### src/rtl/arpc_pkg.sv
// Shared definitions for the ARP cache table: operation and status codes,
// field widths and the structs that travel along the slot chain.
// No dependencies; every other file in rtl/ uses this package.
package arpc_pkg;

  localparam int ENTRIES_DEFAULT = 16;

  localparam int OP_W     = 3;
  localparam int IP_W     = 32;
  localparam int MAC_W    = 48;
  localparam int STATUS_W = 2;
  localparam int LIFE_W   = 16;
  localparam int TIME_W   = 32;

  localparam logic [LIFE_W-1:0] LIFETIME_RESET = LIFE_W'(300);

  localparam logic [OP_W-1:0] OP_LOOKUP = 3'd0;
  localparam logic [OP_W-1:0] OP_INSERT = 3'd1;
  localparam logic [OP_W-1:0] OP_ADD    = 3'd2;
  localparam logic [OP_W-1:0] OP_DELETE = 3'd3;
  localparam logic [OP_W-1:0] OP_FLUSH  = 3'd4;
  localparam logic [OP_W-1:0] OP_TICK   = 3'd5;

  localparam logic [STATUS_W-1:0] ST_OK        = 2'd0;
  localparam logic [STATUS_W-1:0] ST_NOT_FOUND = 2'd1;
  localparam logic [STATUS_W-1:0] ST_WRONG     = 2'd2;
  localparam logic [STATUS_W-1:0] ST_FULL      = 2'd3;

  // Search token that walks the slot chain one slot per cycle.
  typedef struct packed {
    logic             valid;
    logic [OP_W-1:0]  op;
    logic [IP_W-1:0]  ip;
    logic [MAC_W-1:0] mac;
    logic             found;
    logic             found_static;
    logic [MAC_W-1:0] found_mac;
    logic             free_found;
  } tok_t;

  // Slot write command broadcast by the commit logic.
  typedef struct packed {
    logic             en;
    logic             clear;
    logic             stat;
    logic [IP_W-1:0]  ip;
    logic [MAC_W-1:0] mac;
  } wr_t;

endpackage

### src/rtl/arpc_cell.sv
// One slot of the ARP cache: holds its entry, updates the passing search
// token and applies broadcast writes addressed to it. Uses arpc_pkg.
module arpc_cell #(
  parameter int ENTRIES = arpc_pkg::ENTRIES_DEFAULT,
  parameter int INDEX   = 0
) (
  input  logic                          clk,
  input  logic                          rst,
  input  logic [arpc_pkg::TIME_W-1:0]   now,
  input  logic [arpc_pkg::LIFE_W-1:0]   lifetime,
  input  arpc_pkg::tok_t                tok_in,
  input  logic [$clog2(ENTRIES)-1:0]    found_idx_in,
  input  logic [$clog2(ENTRIES)-1:0]    free_idx_in,
  output arpc_pkg::tok_t                tok_out,
  output logic [$clog2(ENTRIES)-1:0]    found_idx_out,
  output logic [$clog2(ENTRIES)-1:0]    free_idx_out,
  input  arpc_pkg::wr_t                 wr,
  input  logic [$clog2(ENTRIES)-1:0]    wr_idx
);

  localparam int IDX_W = $clog2(ENTRIES);
  localparam logic [IDX_W-1:0] MY_IDX = IDX_W'(INDEX);

  logic                         used;
  logic                         stat;
  logic [arpc_pkg::IP_W-1:0]    ip;
  logic [arpc_pkg::MAC_W-1:0]   mac;
  logic [arpc_pkg::TIME_W-1:0]  birth;

  logic [arpc_pkg::TIME_W-1:0]  age;
  logic                         valid_here;
  logic                         match;
  logic                         wr_here;
  arpc_pkg::tok_t               tok_next;
  logic [IDX_W-1:0]             found_idx_next;
  logic [IDX_W-1:0]             free_idx_next;

  assign age        = now - birth;
  assign valid_here = used && (stat || (age <= {{(arpc_pkg::TIME_W-arpc_pkg::LIFE_W){1'b0}},
                                                 lifetime}));
  assign match      = valid_here && (ip == tok_in.ip);
  assign wr_here    = wr.en && (wr_idx == MY_IDX);

  // The first valid match and the first free slot along the chain win.
  always_comb begin
    tok_next       = tok_in;
    found_idx_next = found_idx_in;
    free_idx_next  = free_idx_in;
    if (match && !tok_in.found) begin
      tok_next.found        = 1'b1;
      tok_next.found_static = stat;
      tok_next.found_mac    = mac;
      found_idx_next        = MY_IDX;
    end
    if (!valid_here && !tok_in.free_found) begin
      tok_next.free_found = 1'b1;
      free_idx_next       = MY_IDX;
    end
  end

  always_ff @(posedge clk) begin
    if (rst) begin
      used          <= 1'b0;
      tok_out.valid <= 1'b0;
    end else begin
      tok_out       <= tok_next;
      found_idx_out <= found_idx_next;
      free_idx_out  <= free_idx_next;
      priority if (wr_here) begin
        used <= !wr.clear;
      end else if (tok_in.valid && tok_in.op == arpc_pkg::OP_FLUSH && used && !stat) begin
        used <= 1'b0;
      end else if (tok_in.valid && tok_in.op == arpc_pkg::OP_TICK && !valid_here) begin
        used <= 1'b0;
      end else begin
        used <= used;
      end
    end
  end

  always_ff @(posedge clk) begin
    if (wr_here && !wr.clear) begin
      stat  <= wr.stat;
      ip    <= wr.ip;
      mac   <= wr.mac;
      birth <= now;
    end
  end

endmodule

### config.mk
export PLATFORM = sky130hd
export DESIGN_NAME = arpc_cell
export DESIGN_NICKNAME = d
export VERILOG_FILES = /design/src/rtl/arpc_pkg.sv /design/src/rtl/arpc_cell.sv
export SDC_FILE = /design/constraint.sdc
export NUM_CORES = 1
export LEC_CHECK = 0
export ABC_AREA = 1
export BUFFER_PORTS_ARGS = -buffer_cell sky130_fd_sc_hd__buf_2
export CORE_UTILIZATION = 25
export DETAILED_ROUTE_END_ITERATION = 12
export PLACE_DENSITY = 0.43
export REMOVE_ABC_BUFFERS = 1
export SLEW_MARGIN = 5
export SYNTH_ARGS = -nofsm -noshare
export SYNTH_HDL_FRONTEND = slang
export SYNTH_SLANG_ARGS = --single-unit
### constraint.sdc
create_clock -name clk -period 16.6 [get_ports clk]
set_input_delay 3.32 -clock clk [delete_from_list [all_inputs] [get_ports clk]]
set_output_delay 3.32 -clock clk [all_outputs]
set_load 0.02 [all_outputs]
==> results.toml <==
[place]
dp_slack_ns = 8.949
dpl-instance-area_um2 = 14980
gp_congestion = 0.8520
port_buffers = 422
post-place-cells = 2203
hpwl_um = 31240

[timing]
finalSetupTns_ns = 0
rsz0062_at_grt = "false"
finalHoldViolCount = 0
period_minus_slack_ns = 7.035
fin_ws_ns = 9.565
tightest_slew_ns = 1.017
slew_violations = 0
max_freq_mhz = 142.2
setup_violations = 0
fin_crit_sh_pct = 42.38
clock_skew_ns = 0.02639
slew_headroom_pct = 32.23

[finish]
layout_commonest_cell = "buf_2"
stdcell_area_um2 = 16060
fin_cells = 2265
finalCoreUtilization_pct = 33.56
final_cell_mix = "buf_2, nand2_1, edfxtp_1"
drive_gt1_share_pct = 31.27
final_nets = 1949
area_growth_pct = 32.04

[floorplanning]
die_x_um = 222.5
rows = 80
start_util_pct = 25.41
io_pins = 423
dieArea_um2 = 49520
chipHeight_um = 222.5
coreArea_um2 = 47850

[critical_path]
r2r_start = "birth[14]"
startpoint_type = "primary input"
critPathLaunch = "now[14]"
required_ns = 16.89
cp.arrival_ns = 7.33
path_class = "in2reg"
critPathMaxFanout = 95
crit_path_end_kind = "register"

[power]
intPower_uw = 1256
p_leak_uw = 0.007759
p_seq_share_pct = 45.3
switching_share_pct = 24.66
power_frac_comb_pct = 12.0
power_density_nw_per_um2 = 103.8
p_switching_uw = 411.2
vdd_drop_max_mv = 0.07025
clkPwrFrac_pct = 42.7

[clocking]
clockRootBuffer = "clkbuf_16"
clockBufferDepth = 3
hold_buffers = 0
cts_buffers = 31
cts_tree = "yes"
postCtsResizedCells = 0
clk_latency_ns = 0.59
cts_setup_buffers = 0
clock_sinks = 257
cts_max_level = 1
clk_pin_slew_ns = 0.06

[yosys]
synth_ff_type = "edfxtp_1"
yosys_warnings = 0
yosysTopAreaCell = "edfxtp_1"
synth_edf_count = 255
yosys.area.top_type_share_pct = 62.98
synth_area_leaders = "edfxtp_1, nand2_1, inv_1, ha_1, nor2_1"
syn_area_um2 = 12160
syn_avg_cell_area_um2 = 10.37
yosysSeqAreaShare_pct = 63.31
synth_cell_types = 36
synth-seq-cells = 257
synth_cells = 1173
ys_async_sr_fraction_pct = 0

[flow_run]
max_cap_viol_count = 0

[routing]
drtIter0Drc = 360
vias_per_cell = 4.116
drt_first_pass_iters = 5
drtAntennaViolNets = 0
routed_wl_um = 38950
route.detailed.wl_per_inst_um = 17.20
num_vias = 9323
drcViolationCount = 0

[status]
status = "completed"

[min_path]
min_path_type = "reg2reg"
hp-start = "mac[12]"

[global_route]
first_global_vias = 9275
grt_pass1_wl_um = 56020
gr-total-overflow = 0
grt_start_max_net_pins = 96
antenna_found_initial = 17
groute.usage.overall_pct = 15.30
critical path, cell delays in order:
cell and delay (ns):
buf_2 0.11, ha_1 0.39, nand2_1 0.16, nor2_1 0.26, nand2_1 0.16, inv_1 0.08
nand2_1 0.06, nand2_2 0.11, xor2_1 0.24, ha_1 0.29, a21oi_1 0.24, o21ai_0 0.12
a21oi_1 0.12, nand2_1 0.06, nand2_1 0.06, nand2_1 0.06, nor2_1 0.10, nand3_1 0.09
nor2_1 0.11, nand2_1 0.10, nand2_2 0.11, nand4_4 0.16, buf_4 0.46, nand2_1 0.20
o21ai_2 0.07
final timing paths:
check | cells past startpoint | slack (ns) | endpoint
worst min-delay path | 2 | 0.57 | tok_out[13]
worst min register to register | 2 | 0.57 | tok_out[13]
worst max register to register | 25 | 12.07 | tok_out[2]
worst max-delay path | 25 | 9.57 | tok_out[2]
routing by layer:
metal	global-route usage [%]	share of wire [%]
met2	29.32	53
met3	4.311	7.0
met5	0	0.17
met1	15.92	37
met4	4.672	2.7
state kept, by name, indices dropped and copies added, names as in the netlist:
signal / flops
stat: 1
birth: 32
mac: 48
tok_out: 135
ip: 32
used: 1
found_idx_out: 4
free_idx_out: 4
Yosys cell counts (5+ instances only):
cell type,number
nand2_1,333
edfxtp_1,255
inv_1,254
nor2_1,63
ha_1,47
o21ai_1,38
nand3_1,31
a21oi_1,23
xor2_1,20
nand2_2,13
o21ai_2,11
nand4_1,10
xnor2_1,10
buf_6,8
nor2_2,7
o22ai_1,6
nand3b_1,5
final cells by class:
type | count | area (um^2)
fill | 5089 | 31790
sequential | 257 | 7697
multi-input combinational | 649 | 3407
timing repair buffer | 426 | 2142
inverter | 256 | 965.9
clock buffer | 36 | 794.5
tap | 615 | 769.5
clock inverter | 20 | 264.0
antenna | 6 | 15.01
power groups by stage:
stage          Clock, uW  Sequential, uW  Combinational (uW)
2_1_floorplan          0             809                71.9
4_1_cts              737             756                 204
5_1_grt              757             758                 221
3_3_place_gp           0             768                 202
6_report             712             755                 200
3_5_place_dp           0             769                 203
through the flow:
| stage | hold slack [ns] | power [uW] |
|---|---|---|
| after floorplan | 0.5451 | 880.7 |
| after global placement | 0.5487 | 970.6 |
| after detailed placement | 0.5558 | 972.2 |
| after CTS | 0.5698 | 1697 |
| after global routing | 0.5853 | 1736 |
| final | 0.5652 | 1667 |
logic make-up after synthesis:
family	after synthesis	share of synthesized area, %
compound gates	86	4.075
flops	257	63.31
simple gates	485	16.72
xor+xnor	30	2.161
fa+ha+maj	48	5.001
buf+inv	267	8.736
(Power assumes the default switching activity.)
